<file path="src/rtl/swfs_pkg.sv">
// ----------------------------------------------------------------------------
// swfs_pkg
// Shared types and constants for the SQL window function stream: function
// codes, configuration record, queue entry and divider sizing.
// ----------------------------------------------------------------------------
package swfs_pkg;

   // Partition counters wrap at this width
   localparam int CNT_W       = 48;
   // Result and key widths
   localparam int VALUE_W     = 64;
   localparam int KEY_W       = 64;
   localparam int ARG_W       = 32;

   // Job queue between front and back
   localparam int QUEUE_DEPTH = 4;
   localparam int QPTR_W      = $clog2(QUEUE_DEPTH);
   localparam int QCNT_W      = $clog2(QUEUE_DEPTH + 1);

   // Average divider: one quotient bit per cycle
   localparam int DIV_STEPS   = VALUE_W;
   localparam int STEP_W      = $clog2(DIV_STEPS);

   // Configuration port
   localparam int CSR_ADDR_W  = 3;
   localparam int CSR_DATA_W  = 32;

   // Register index, taken from the word address bit
   localparam logic REG_WINDOW_FUNCTION   = 1'b0;
   localparam logic REG_ORDER_KEY_PRESENT = 1'b1;

   typedef enum logic [2:0] {
      WF_ROW_NUMBER = 3'd0,
      WF_RANK       = 3'd1,
      WF_DENSE_RANK = 3'd2,
      WF_SUM        = 3'd3,
      WF_COUNT      = 3'd4,
      WF_AVERAGE    = 3'd5,
      WF_MINIMUM    = 3'd6,
      WF_MAXIMUM    = 3'd7
   } wfn_type;

   typedef struct packed {
      wfn_type func;
      logic    order_key_present;
   } cfg_type;

   // One classified request waiting for the back end
   typedef struct packed {
      logic               is_div;    // average: divide value by divisor
      logic               res_null;
      logic [VALUE_W-1:0] value;     // final result, or running sum to divide
      logic [CNT_W-1:0]   divisor;   // nonzero value count when is_div
   } job_type;

endpackage

</file>
<file path="src/rtl/swfs_if.sv">
// ----------------------------------------------------------------------------
// swfs_req_if / swfs_rsp_if
// Valid/ready channels carrying a sorted row in and a window value out.
// ----------------------------------------------------------------------------
interface swfs_req_if;
   logic               valid;
   logic               ready;
   logic [63:0]        partition_key;
   logic               partition_key_null;
   logic [63:0]        order_key;
   logic               order_key_null;
   logic signed [31:0] arg_value;
   logic               arg_present;

   modport source (
      output valid, partition_key, partition_key_null, order_key,
             order_key_null, arg_value, arg_present,
      input  ready
   );
   modport sink (
      input  valid, partition_key, partition_key_null, order_key,
             order_key_null, arg_value, arg_present,
      output ready
   );
endinterface

interface swfs_rsp_if;
   logic               valid;
   logic               ready;
   logic signed [63:0] result_value;
   logic               result_null;

   modport source (
      output valid, result_value, result_null,
      input  ready
   );
   modport sink (
      input  valid, result_value, result_null,
      output ready
   );
endinterface

</file>
<file path="src/rtl/sql_window_function_stream.sv">
// ----------------------------------------------------------------------------
// sql_window_function_stream
// Window function over a sorted row stream: row number, rank, dense rank,
// or running sum, count, average, minimum or maximum per partition.
//
//   Channel   Direction  Handshake        Contents
//   req_ch    in         valid/ready      partition key, order key, argument
//   rsp_ch    out        valid/ready      result value, result null
//   csr_*     in         APB-style write  window_function @0, order_key_present @4
//
// The front end takes one request per cycle while the four-entry job queue
// has room; non-average results leave at one per cycle through the result
// register while rsp_ch is ready and the divider is idle. An average holds
// the back end for the 64-step restoring divider that shares one subtractor.
// Reset is synchronous; queue and back-end data are not cleared; no clearing pass.
// Either side may stall independently; the queue absorbs the difference.
// ----------------------------------------------------------------------------
module sql_window_function_stream (
   input  logic                                clock,
   input  logic                                reset,
   swfs_req_if.sink                            req_ch,
   swfs_rsp_if.source                          rsp_ch,
   input  logic                                csr_psel,
   input  logic                                csr_penable,
   input  logic                                csr_pwrite,
   input  logic [swfs_pkg::CSR_ADDR_W-1:0]     csr_paddr,
   input  logic [swfs_pkg::CSR_DATA_W-1:0]     csr_pwdata,
   output logic [swfs_pkg::CSR_DATA_W-1:0]     csr_prdata,
   output logic                                csr_pready
);
   import swfs_pkg::*;

   cfg_type cfg_ff, cfg_in;
   logic    csr_write;
   logic    reg_sel;
   logic    push, full, pop, empty;
   job_type push_job, head;

   assign csr_pready = 1'b1;
   assign csr_write  = csr_psel && csr_penable && csr_pwrite;
   assign reg_sel    = csr_paddr[2];

   // Decode register writes
   always_comb begin
      cfg_in = cfg_ff;
      if (csr_write) begin
         case (reg_sel)
            REG_WINDOW_FUNCTION:   cfg_in.func = wfn_type'(csr_pwdata[2:0]);
            REG_ORDER_KEY_PRESENT: cfg_in.order_key_present = csr_pwdata[0];
            default:               cfg_in = cfg_ff;
         endcase
      end
   end

   // Register readback
   always_comb begin
      case (reg_sel)
         REG_WINDOW_FUNCTION:   csr_prdata = CSR_DATA_W'(cfg_ff.func);
         REG_ORDER_KEY_PRESENT: csr_prdata = CSR_DATA_W'(cfg_ff.order_key_present);
         default:               csr_prdata = '0;
      endcase
   end

   always_ff @(posedge clock) begin
      if (reset) begin
         cfg_ff.func              <= WF_ROW_NUMBER;
         cfg_ff.order_key_present <= 1'b1;
      end else begin
         cfg_ff <= cfg_in;
      end
   end

   swfs_front u_front (
      .clock    (clock),
      .reset    (reset),
      .req      (req_ch),
      .cfg      (cfg_ff),
      .full     (full),
      .push     (push),
      .push_job (push_job)
   );

   swfs_queue u_queue (
      .clock    (clock),
      .reset    (reset),
      .push     (push),
      .push_job (push_job),
      .full     (full),
      .pop      (pop),
      .head     (head),
      .empty    (empty)
   );

   swfs_back u_back (
      .clock (clock),
      .reset (reset),
      .head  (head),
      .empty (empty),
      .pop   (pop),
      .rsp   (rsp_ch)
   );

endmodule

</file>
<file path="src/rtl/swfs_front.sv">
// ----------------------------------------------------------------------------
// swfs_front
// Accepts one row per cycle unless the queue is full, tracks partition
// boundaries, ranks and running aggregates, and queues a classified job.
// ----------------------------------------------------------------------------
module swfs_front (
   input  logic              clock,
   input  logic              reset,
   swfs_req_if.sink          req,
   input  swfs_pkg::cfg_type cfg,
   input  logic              full,
   output logic              push,
   output swfs_pkg::job_type push_job
);
   import swfs_pkg::*;

   // Null equals null; a null key's value bits are ignored
   function automatic logic keys_equal(input logic [KEY_W-1:0] ka, input logic na,
                                       input logic [KEY_W-1:0] kb, input logic nb);
      logic eq;
      if (na || nb) begin
         eq = na && nb;
      end else begin
         eq = (ka == kb);
      end
      return eq;
   endfunction

   logic                    seen_ff;
   logic [KEY_W-1:0]        pkey_ff;
   logic                    pnull_ff;
   logic [KEY_W-1:0]        okey_ff;
   logic                    onull_ff;
   logic [CNT_W-1:0]        rows_ff, rows_in;
   logic [CNT_W-1:0]        rank_ff, rank_in;
   logic [CNT_W-1:0]        dense_ff, dense_in;
   logic [CNT_W-1:0]        vcnt_ff, vcnt_in;
   logic signed [VALUE_W-1:0] sum_ff, sum_in;
   logic signed [ARG_W-1:0] min_ff, min_in;
   logic signed [ARG_W-1:0] max_ff, max_in;
   logic                    hv_ff, hv_in;

   logic                    accept;
   logic                    same_part;
   logic                    tie;
   logic [CNT_W-1:0]        rows_base, vcnt_base;
   logic signed [VALUE_W-1:0] sum_base;
   logic signed [ARG_W-1:0] min_base, max_base;
   logic                    hv_base;
   logic signed [VALUE_W:0] sum_wide;
   logic signed [ARG_W-1:0] arg;

   assign req.ready = !full;
   assign accept    = req.valid && !full;
   assign push      = accept;
   assign arg       = req.arg_value;

   // Classify the row against the previous one
   assign same_part = seen_ff &&
                      keys_equal(pkey_ff, pnull_ff, req.partition_key, req.partition_key_null);
   assign tie       = cfg.order_key_present && same_part &&
                      keys_equal(okey_ff, onull_ff, req.order_key, req.order_key_null);

   // Restart partition state on a new partition
   assign rows_base = same_part ? rows_ff : '0;
   assign vcnt_base = same_part ? vcnt_ff : '0;
   assign sum_base  = same_part ? sum_ff  : '0;
   assign min_base  = same_part ? min_ff  : '0;
   assign max_base  = same_part ? max_ff  : '0;
   assign hv_base   = same_part ? hv_ff   : 1'b0;

   assign sum_wide  = {sum_base[VALUE_W-1], sum_base} +
                      {{(VALUE_W+1-ARG_W){arg[ARG_W-1]}}, arg};

   // Next ranks and aggregates
   always_comb begin
      rows_in = rows_base + CNT_W'(1);
      if (!same_part) begin
         rank_in  = CNT_W'(1);
         dense_in = CNT_W'(1);
      end else if (tie) begin
         rank_in  = rank_ff;
         dense_in = dense_ff;
      end else begin
         rank_in  = rows_ff + CNT_W'(1);
         dense_in = dense_ff + CNT_W'(1);
      end

      vcnt_in = vcnt_base;
      sum_in  = sum_base;
      min_in  = min_base;
      max_in  = max_base;
      hv_in   = hv_base;
      if (req.arg_present) begin
         vcnt_in = vcnt_base + CNT_W'(1);
         // Saturate the running sum at the signed limits
         if (sum_wide[VALUE_W] != sum_wide[VALUE_W-1]) begin
            sum_in = sum_wide[VALUE_W] ? {1'b1, {(VALUE_W-1){1'b0}}}
                                       : {1'b0, {(VALUE_W-1){1'b1}}};
         end else begin
            sum_in = sum_wide[VALUE_W-1:0];
         end
         hv_in = 1'b1;
         if (!hv_base) begin
            min_in = arg;
            max_in = arg;
         end else begin
            if (arg < min_base) min_in = arg;
            if (arg > max_base) max_in = arg;
         end
      end
   end

   // Build the job for the back end
   always_comb begin
      push_job          = '0;
      push_job.divisor  = vcnt_in;
      case (cfg.func)
         WF_ROW_NUMBER: push_job.value = VALUE_W'(rows_in);
         WF_RANK:       push_job.value = VALUE_W'(rank_in);
         WF_DENSE_RANK: push_job.value = VALUE_W'(dense_in);
         WF_SUM:        push_job.value = hv_in ? sum_in : '0;
         WF_COUNT:      push_job.value = VALUE_W'(vcnt_in);
         WF_AVERAGE: begin
            push_job.is_div = (vcnt_in != '0);
            push_job.value  = (vcnt_in != '0) ? sum_in : '0;
         end
         WF_MINIMUM: begin
            push_job.value    = hv_in ? VALUE_W'(min_in) : '0;
            push_job.res_null = !hv_in;
         end
         default: begin
            // maximum
            push_job.value    = hv_in ? VALUE_W'(max_in) : '0;
            push_job.res_null = !hv_in;
         end
      endcase
   end

   // Advance state on each accepted request
   always_ff @(posedge clock) begin
      if (reset) begin
         seen_ff     <= 1'b0;
         pkey_ff     <= '0;
         pnull_ff    <= 1'b0;
         okey_ff     <= '0;
         onull_ff    <= 1'b0;
         rows_ff     <= '0;
         rank_ff     <= '0;
         dense_ff    <= '0;
         vcnt_ff     <= '0;
         sum_ff      <= '0;
         min_ff      <= '0;
         max_ff      <= '0;
         hv_ff       <= 1'b0;
      end else if (accept) begin
         seen_ff     <= 1'b1;
         pkey_ff     <= req.partition_key;
         pnull_ff    <= req.partition_key_null;
         okey_ff     <= req.order_key;
         onull_ff    <= req.order_key_null;
         rows_ff     <= rows_in;
         rank_ff     <= rank_in;
         dense_ff    <= dense_in;
         vcnt_ff     <= vcnt_in;
         sum_ff      <= sum_in;
         min_ff      <= min_in;
         max_ff      <= max_in;
         hv_ff       <= hv_in;
      end
   end

endmodule

</file>
<file path="src/rtl/swfs_queue.sv">
// ----------------------------------------------------------------------------
// swfs_queue
// Short job queue that decouples the row front end from the result back end.
// ----------------------------------------------------------------------------
module swfs_queue (
   input  logic              clock,
   input  logic              reset,
   input  logic              push,
   input  swfs_pkg::job_type push_job,
   output logic              full,
   input  logic              pop,
   output swfs_pkg::job_type head,
   output logic              empty
);
   import swfs_pkg::*;

   job_type           mem [QUEUE_DEPTH];
   logic [QPTR_W-1:0] wr_ptr_ff, wr_ptr_in;
   logic [QPTR_W-1:0] rd_ptr_ff, rd_ptr_in;
   logic [QCNT_W-1:0] count_ff, count_in;

   assign full  = (count_ff == QCNT_W'(QUEUE_DEPTH));
   assign empty = (count_ff == '0);
   assign head  = mem[rd_ptr_ff];

   // Advance pointers and occupancy
   always_comb begin
      wr_ptr_in = wr_ptr_ff;
      rd_ptr_in = rd_ptr_ff;
      count_in  = count_ff;
      if (push) wr_ptr_in = (wr_ptr_ff == QPTR_W'(QUEUE_DEPTH - 1)) ? '0 : wr_ptr_ff + 1'b1;
      if (pop)  rd_ptr_in = (rd_ptr_ff == QPTR_W'(QUEUE_DEPTH - 1)) ? '0 : rd_ptr_ff + 1'b1;
      if (push && !pop) count_in = count_ff + 1'b1;
      if (pop && !push) count_in = count_ff - 1'b1;
   end

   always_ff @(posedge clock) begin
      if (reset) begin
         wr_ptr_ff <= '0;
         rd_ptr_ff <= '0;
         count_ff  <= '0;
      end else begin
         wr_ptr_ff <= wr_ptr_in;
         rd_ptr_ff <= rd_ptr_in;
         count_ff  <= count_in;
      end
   end

   // Store pushed jobs
   always_ff @(posedge clock) begin
      if (push) mem[wr_ptr_ff] <= push_job;
   end

   a_no_overflow: assert property (@(posedge clock) disable iff (reset)
      !(push && full)) else $error("push into full job queue");
   a_no_underflow: assert property (@(posedge clock) disable iff (reset)
      !(pop && empty)) else $error("pop from empty job queue");
   a_count_bound: assert property (@(posedge clock) disable iff (reset)
      count_ff <= QCNT_W'(QUEUE_DEPTH)) else $error("job queue count out of range");
   a_count_track: assert property (@(posedge clock) disable iff (reset)
      (push && !pop) |=> (count_ff == $past(count_ff) + 1'b1))
      else $error("job queue count did not advance on push");

endmodule

</file>
<file path="src/rtl/swfs_back.sv">
// ----------------------------------------------------------------------------
// swfs_back
// Drains the job queue into the result register; averages go through a
// restoring divider that produces one quotient bit per cycle.
// ----------------------------------------------------------------------------
module swfs_back (
   input  logic              clock,
   input  logic              reset,
   input  swfs_pkg::job_type head,
   input  logic              empty,
   output logic              pop,
   swfs_rsp_if.source        rsp
);
   import swfs_pkg::*;

   typedef enum logic [1:0] {
      ST_IDLE,
      ST_DIV,
      ST_FIN
   } state_type;

   localparam logic [STEP_W-1:0] STEP_LAST = STEP_W'(DIV_STEPS - 1);

   state_type          state_ff, state_in;
   logic               rsp_valid_ff, rsp_valid_in;
   logic [VALUE_W-1:0] rsp_value_ff, rsp_value_in;
   logic               rsp_null_ff, rsp_null_in;
   logic [VALUE_W-1:0] dvd_ff, dvd_in;     // dividend, shifts into quotient
   logic [CNT_W-1:0]   rem_ff, rem_in;
   logic [CNT_W-1:0]   dvsr_ff, dvsr_in;
   logic               neg_ff, neg_in;
   logic [STEP_W-1:0]  step_ff, step_in;

   logic               out_free;
   logic [CNT_W:0]     trial;
   logic [CNT_W:0]     diff;
   logic               ge;

   assign out_free         = !rsp_valid_ff || rsp.ready;
   assign rsp.valid        = rsp_valid_ff;
   assign rsp.result_value = rsp_value_ff;
   assign rsp.result_null  = rsp_null_ff;

   // One restoring divide step
   assign trial = {rem_ff, dvd_ff[VALUE_W-1]};
   assign diff  = trial - {1'b0, dvsr_ff};
   assign ge    = (trial >= {1'b0, dvsr_ff});

   always_comb begin
      state_in     = state_ff;
      rsp_valid_in = rsp_valid_ff && !rsp.ready;
      rsp_value_in = rsp_value_ff;
      rsp_null_in  = rsp_null_ff;
      dvd_in       = dvd_ff;
      rem_in       = rem_ff;
      dvsr_in      = dvsr_ff;
      neg_in       = neg_ff;
      step_in      = step_ff;
      pop          = 1'b0;
      case (state_ff)
         ST_IDLE: begin
            if (!empty && head.is_div) begin
               // Load divider with the sum magnitude
               pop      = 1'b1;
               neg_in   = head.value[VALUE_W-1];
               dvd_in   = head.value[VALUE_W-1] ? (~head.value + 1'b1) : head.value;
               rem_in   = '0;
               dvsr_in  = head.divisor;
               step_in  = '0;
               state_in = ST_DIV;
            end else if (!empty && out_free) begin
               // Pass the finished value straight to the result register
               pop          = 1'b1;
               rsp_valid_in = 1'b1;
               rsp_value_in = head.value;
               rsp_null_in  = head.res_null;
            end
         end
         ST_DIV: begin
            rem_in  = ge ? diff[CNT_W-1:0] : trial[CNT_W-1:0];
            dvd_in  = {dvd_ff[VALUE_W-2:0], ge};
            step_in = step_ff + 1'b1;
            if (step_ff == STEP_LAST) state_in = ST_FIN;
         end
         ST_FIN: begin
            // Hold the quotient until the result register frees up
            if (out_free) begin
               rsp_valid_in = 1'b1;
               rsp_value_in = neg_ff ? (~dvd_ff + 1'b1) : dvd_ff;
               rsp_null_in  = 1'b0;
               state_in     = ST_IDLE;
            end
         end
         default: state_in = ST_IDLE;
      endcase
   end

   always_ff @(posedge clock) begin
      if (reset) begin
         state_ff     <= ST_IDLE;
         rsp_valid_ff <= 1'b0;
      end else begin
         state_ff     <= state_in;
         rsp_valid_ff <= rsp_valid_in;
      end
      rsp_value_ff <= rsp_value_in;
      rsp_null_ff  <= rsp_null_in;
      dvd_ff       <= dvd_in;
      rem_ff       <= rem_in;
      dvsr_ff      <= dvsr_in;
      neg_ff       <= neg_in;
      step_ff      <= step_in;
   end

   a_div_nonzero: assert property (@(posedge clock) disable iff (reset)
      (state_ff == ST_DIV) |-> (dvsr_ff != '0)) else $error("divide by zero count");
   a_rem_below: assert property (@(posedge clock) disable iff (reset)
      (state_ff == ST_DIV) |-> (rem_ff < dvsr_ff)) else $error("divider remainder too large");
   a_no_pop_busy: assert property (@(posedge clock) disable iff (reset)
      (state_ff != ST_IDLE) |-> !pop) else $error("queue popped while dividing");

endmodule
</file>
<file path="src/flat_wrapper.sv">
// flat-port wrapper written by rule: the top's interface ports become plain ports
module sql_window_function_stream_flat import swfs_pkg::*;
  (clock, reset, csr_psel, csr_penable, csr_pwrite, csr_paddr, csr_pwdata, csr_prdata, csr_pready, req_ch_valid, req_ch_partition_key, req_ch_partition_key_null, req_ch_order_key, req_ch_order_key_null, req_ch_arg_value, req_ch_arg_present, req_ch_ready, rsp_ch_valid, rsp_ch_result_value, rsp_ch_result_null, rsp_ch_ready);
  swfs_req_if req_ch_i ();
  swfs_rsp_if rsp_ch_i ();
  input  logic clock;
  input  logic reset;
  input  logic csr_psel;
  input  logic csr_penable;
  input  logic csr_pwrite;
  input  logic [swfs_pkg::CSR_ADDR_W-1:0] csr_paddr;
  input  logic [swfs_pkg::CSR_DATA_W-1:0] csr_pwdata;
  output logic [swfs_pkg::CSR_DATA_W-1:0] csr_prdata;
  output logic csr_pready;
  input wire logic [$bits(req_ch_i.valid)-1:0] req_ch_valid;
  input wire logic [$bits(req_ch_i.partition_key)-1:0] req_ch_partition_key;
  input wire logic [$bits(req_ch_i.partition_key_null)-1:0] req_ch_partition_key_null;
  input wire logic [$bits(req_ch_i.order_key)-1:0] req_ch_order_key;
  input wire logic [$bits(req_ch_i.order_key_null)-1:0] req_ch_order_key_null;
  input wire logic [$bits(req_ch_i.arg_value)-1:0] req_ch_arg_value;
  input wire logic [$bits(req_ch_i.arg_present)-1:0] req_ch_arg_present;
  output wire logic [$bits(req_ch_i.ready)-1:0] req_ch_ready;
  output wire logic [$bits(rsp_ch_i.valid)-1:0] rsp_ch_valid;
  output wire logic [$bits(rsp_ch_i.result_value)-1:0] rsp_ch_result_value;
  output wire logic [$bits(rsp_ch_i.result_null)-1:0] rsp_ch_result_null;
  input wire logic [$bits(rsp_ch_i.ready)-1:0] rsp_ch_ready;
  assign req_ch_i.valid = req_ch_valid;
  assign req_ch_i.partition_key = req_ch_partition_key;
  assign req_ch_i.partition_key_null = req_ch_partition_key_null;
  assign req_ch_i.order_key = req_ch_order_key;
  assign req_ch_i.order_key_null = req_ch_order_key_null;
  assign req_ch_i.arg_value = req_ch_arg_value;
  assign req_ch_i.arg_present = req_ch_arg_present;
  assign req_ch_ready = req_ch_i.ready;
  assign rsp_ch_valid = rsp_ch_i.valid;
  assign rsp_ch_result_value = rsp_ch_i.result_value;
  assign rsp_ch_result_null = rsp_ch_i.result_null;
  assign rsp_ch_i.ready = rsp_ch_ready;
  sql_window_function_stream u_core (.clock(clock), .reset(reset), .req_ch(req_ch_i), .rsp_ch(rsp_ch_i), .csr_psel(csr_psel), .csr_penable(csr_penable), .csr_pwrite(csr_pwrite), .csr_paddr(csr_paddr), .csr_pwdata(csr_pwdata), .csr_prdata(csr_prdata), .csr_pready(csr_pready));
endmodule
</file>
<file path="config.mk">
export PLATFORM = sky130hd
export DESIGN_NAME = sql_window_function_stream_flat
export DESIGN_NICKNAME = d
export VERILOG_FILES = /design/src/rtl/swfs_pkg.sv /design/src/rtl/swfs_if.sv /design/src/rtl/sql_window_function_stream.sv /design/src/rtl/swfs_front.sv /design/src/rtl/swfs_queue.sv /design/src/rtl/swfs_back.sv /design/src/flat_wrapper.sv
export SDC_FILE = /design/constraint.sdc
export NUM_CORES = 2
export LEC_CHECK = 0
export BUFFER_PORTS_ARGS = -buffer_cell sky130_fd_sc_hd__buf_4
export CAP_MARGIN = 20
export CORE_ASPECT_RATIO = 1.2
export CORE_UTILIZATION = 35
export DETAILED_ROUTE_END_ITERATION = 10
export HOLD_SLACK_MARGIN = 0.03
export PLACE_DENSITY = 0.61
export SYNTH_ARGS = -nofsm -noshare
export SYNTH_HDL_FRONTEND = slang
export SYNTH_HIERARCHICAL = 1
export SYNTH_SLANG_ARGS = --single-unit
</file>
<file path="constraint.sdc">
create_clock -name clock -period 20.7 [get_ports clock]
set_input_delay 2.07 -clock clock [delete_from_list [all_inputs] [get_ports clock]]
set_output_delay 2.07 -clock clock [all_outputs]
set_load 0.03 [all_outputs]
</file>
==> reports/metrics.yaml <==
synth:
  synth_compound_area_share_pct: 16.2
  synthAdderAreaFrac_pct: 3.70
  synth.top_cells.by_count: "nand2_1, edfxtp_1, a21oi_1"
  synth-xor-area-share_pct: 6.57
  synthesis.area_um2: 64400
  synthTopCellsByArea: "edfxtp_1, dfxtp_1, nand2_1"
  synthSimpleGateAreaFrac_pct: 17.8
  synth_top_family_by_area: "simple AND/OR/NAND/NOR gates"
  synthFlopType: "edfxtp_1"
  ys_warn_count: 6
  synth_top_area_cell: "edfxtp_1"
  synth_seq_cells: 1156
  yosysMostFrequentCell: "nand2_1"
  yosysSeqAreaShare_pct: 46.6
  postSynthCellCount: 6824
  syn_area_per_cell_um2: 9.44
  synth-edff-count: 688
  synth_cell_types: 107
  synth_top_cell_area_share_pct: 32.1
  synthMuxAreaShare_pct: 4.99
  async_flop_share_pct: 0
setup_path:
  path_common_cell: "buf_4"
  critPathTopFamily: "simple AND/OR/NAND/NOR gates"
  setup.worst_path.class: "primary input to register"
  rr_endpoint: "u_core/u_queue/mem[3][68]"
  rrSetupSlack_ns: 11.34
  crit_buf_inv: 5
  worstSetupStartpointType: "primary input"
  cp_max_fo: 54
  r2r_start: "u_core/u_front/pkey_ff[43]"
  crit_start: "req_ch_partition_key[43]"
  max_stage_delay_ns: 0.88
  arrival_ns: 10.77
  cp_cell_sequence: "buf_4 -> xnor2_1 -> nand4_1 -> nor4_1 -> nand3_1 -> buf_4 -> o31ai_4 -> buf_4 -> nand2_1 -> inv_1 -> ha_1 -> and2_1 -> nand3_1 -> nor3_1 -> nand3_1 -> xor2_1 -> o211ai_1 -> o32a_1 -> or4_1 -> o221a_1 -> and2_2 -> buf_4 -> a221oi_1 -> nand4_1"
  crit_path_top_delay_cell: "nor4_1"
  cp-end-kind: "register"
  ff2ff_path_depth: 23
  worst_ep_required_time_ns: 21.05
sta:
  fmax_mhz: 95.9
  drv_slew: 0
  fin_skew_ns: 0.0419
  max_slew.worst_pin.slew_ns: 1.27
  grt_setup_unrepaired: "false"
  hold-worst-slack_ns: 0.452
  post-route-period-util_pct: 50.4
  tns_ns: 0
  slew_headroom_pct: 14.6
  hold_viol_final: 0
  post-route-min-period_ns: 10.42
  setup_viol: 0
route:
  totalWireLength_mm: 201
  drtAntennaViolNets: 0
  drc: 0
  wl_per_cell_um: 21.4
  num_vias: 52200
  drt-initial-drc-count: 4598
  dr.pass1.iters: 5
  vias_per_cell: 5.56
global_routing:
  grt_antenna_before_repair: 2
  grt_pass1_vias: 49900
  use_met1_pct: 27.3
  busiest_layer: "met2"
  met3_usage_pct: 3.72
  grt_use_met2_pct: 33.6
  grt_max_degree: 214
  track_usage_pct: 21.0
  grt_pass1_wl_mm: 304
  grt_overflow: 0
clock_network:
  clkSinkCount: 1156
  htree_levels: 4
  clock_path_buffers: 3
  post-cts-setup-buffers: 0
  clk_pin_slew_worst_paths_ns: 0.06
  insertion_delay_ns: 0.80
  numCtsBuffers: 133
  cts_tree: "done"
  cts_resized: 0
  cts_root_buffer: "clkbuf_16"
  hold_buffers: 0
floorplan:
  core_region_area_um2: 183000
  dieArea_um2: 186000
  num_rows: 172
  fp.dieH_um: 472
  die_w_um: 394
  ios: 305
  start_util_pct: 35.2
layout:
  fin_area_um2: 72600
  syn_to_final_growth_pct: 12.8
  final_nets: 7244
  final_cell_count_no_fill: 9389
  fin_util_pct: 39.7
  drive_gt1_share_pct: 10.6
pwr:
  p_leak_nw: 25.7
  peakVddDrop_uv: 109
  power_density_nw_per_um2: 113
place:
  dp_cells: 9150
  numPortBuffers: 243
  place.gp.congestion: 0.942
  dpl_cell_area_um2: 68100
  dp_hpwl_mm: 143
hold_path:
  min_path_type: "register to register"
  worstHoldStart: "u_core/u_front/okey_ff[43]"
  holdPathEnd: "u_core/u_front/okey_ff[43]"
  holdPathStages: 2
run_status:
  status: "finished, final reports clean"
flow_run:
  cap_violations: 0
final cells by class:
cell class	count	area, um2
diodes	2	5.00
clock buffers	171	3630
clock inverters	64	827
fillers	18100	110000
inverters	167	634
multi-input cells	5073	32000
flip-flops and latches	1156	30000
well taps	2436	3050
repair buffers	320	2470
routing by layer:
layer / routed length, um / vias to the layer above / part of all wire [%]
li1: - / 24700 / -
met3: 12900 / 379 / 6.4
met2: 91500 / 1800 / 46
met4: 9780 / 2 / 4.9
met5: 17 / - / 0.0085
met1: 86400 / 25400 / 43
stage by stage:
stage / power [mW] / setup slack, ns
after floorplan: 5.12 / 12.20
after global placement: 5.83 / 9.82
after detailed placement: 5.87 / 9.68
after CTS: 8.30 / 10.52
after global routing: 8.70 / 9.90
final: 8.24 / 10.28
cell families after synthesis:
kind of cell | after synthesis
buf+inv | 623
other cells | 2
fa+ha+maj | 189
flops | 1156
compound gates | 1674
simple gates | 2520
xor+xnor | 483
mux | 177
cell usage in the layout, fill, tap and decap left out, types with 30 or more instances in the layout:
| cell type | n |
|---|---|
| nand2_1 | 1193 |
| edfxtp_1 | 688 |
| a21oi_1 | 582 |
| nor2_1 | 485 |
| dfxtp_1 | 464 |
| o21ai_0 | 377 |
| buf_4 | 314 |
| xor2_1 | 257 |
| xnor2_1 | 226 |
| ha_1 | 185 |
| inv_1 | 165 |
| nand3_1 | 136 |
| clkbuf_16 | 135 |
| nand4_1 | 121 |
| mux4_2 | 114 |
| and2_1 | 99 |
| a22oi_1 | 99 |
| nor3_1 | 98 |
| a21o_1 | 90 |
| and3_1 | 71 |
| or3_1 | 60 |
| mux2i_1 | 51 |
| o21ai_1 | 49 |
| nand2b_1 | 47 |
| nor4_1 | 45 |
| o31ai_1 | 44 |
| o211ai_1 | 43 |
| a211oi_1 | 43 |
| a221oi_1 | 38 |
| conb_1 | 30 |
registers in the layout (all words and copies together), names as in the netlist, 48 cells and up, named ones only:
signal	flops
u_core/u_back/rsp.result_value	64
u_core/u_front/sum_ff	64
u_core/u_front/rank_ff	48
u_core/u_back/dvsr_ff	48
u_core/u_back/dvd_ff	64
u_core/u_front/vcnt_ff	48
u_core/u_front/rows_ff	48
u_core/u_front/pkey_ff	64
u_core/u_queue/mem	456
u_core/u_front/dense_ff	48
u_core/u_back/rem_ff	48
u_core/u_front/okey_ff	64
where the power goes:
part	switching (mW)	total, mW	internal [mW]
clock network	0.997	2.41	1.42
registers	0.212	3.17	2.95
logic	1.72	2.67	0.947
total	2.93	8.24	5.32
worst min-delay path: cells and delay by family (launching register included):
| family | cells | cell delay (ns) |
|---|---|---|
| flops | 1 | 0.30 |
| compound gates | 1 | 0.05 |
| simple gates | 1 | 0.05 |
worst max-delay path by stage:
stage                                  to  slack [ns]  depth (start not counted)
3_5_place_dp    u_core/u_queue/mem[0][68]        9.68                         24
5_1_grt         u_core/u_queue/mem[3][68]        9.90                         24
2_1_floorplan  u_core/u_queue/mem[0][101]       12.20                         28
6_report        u_core/u_queue/mem[3][68]       10.28                         24
4_1_cts         u_core/u_queue/mem[3][68]       10.52                         24
3_3_place_gp    u_core/u_queue/mem[0][68]        9.82                         24
No activity file was read; power rests on OpenSTA's default activity.
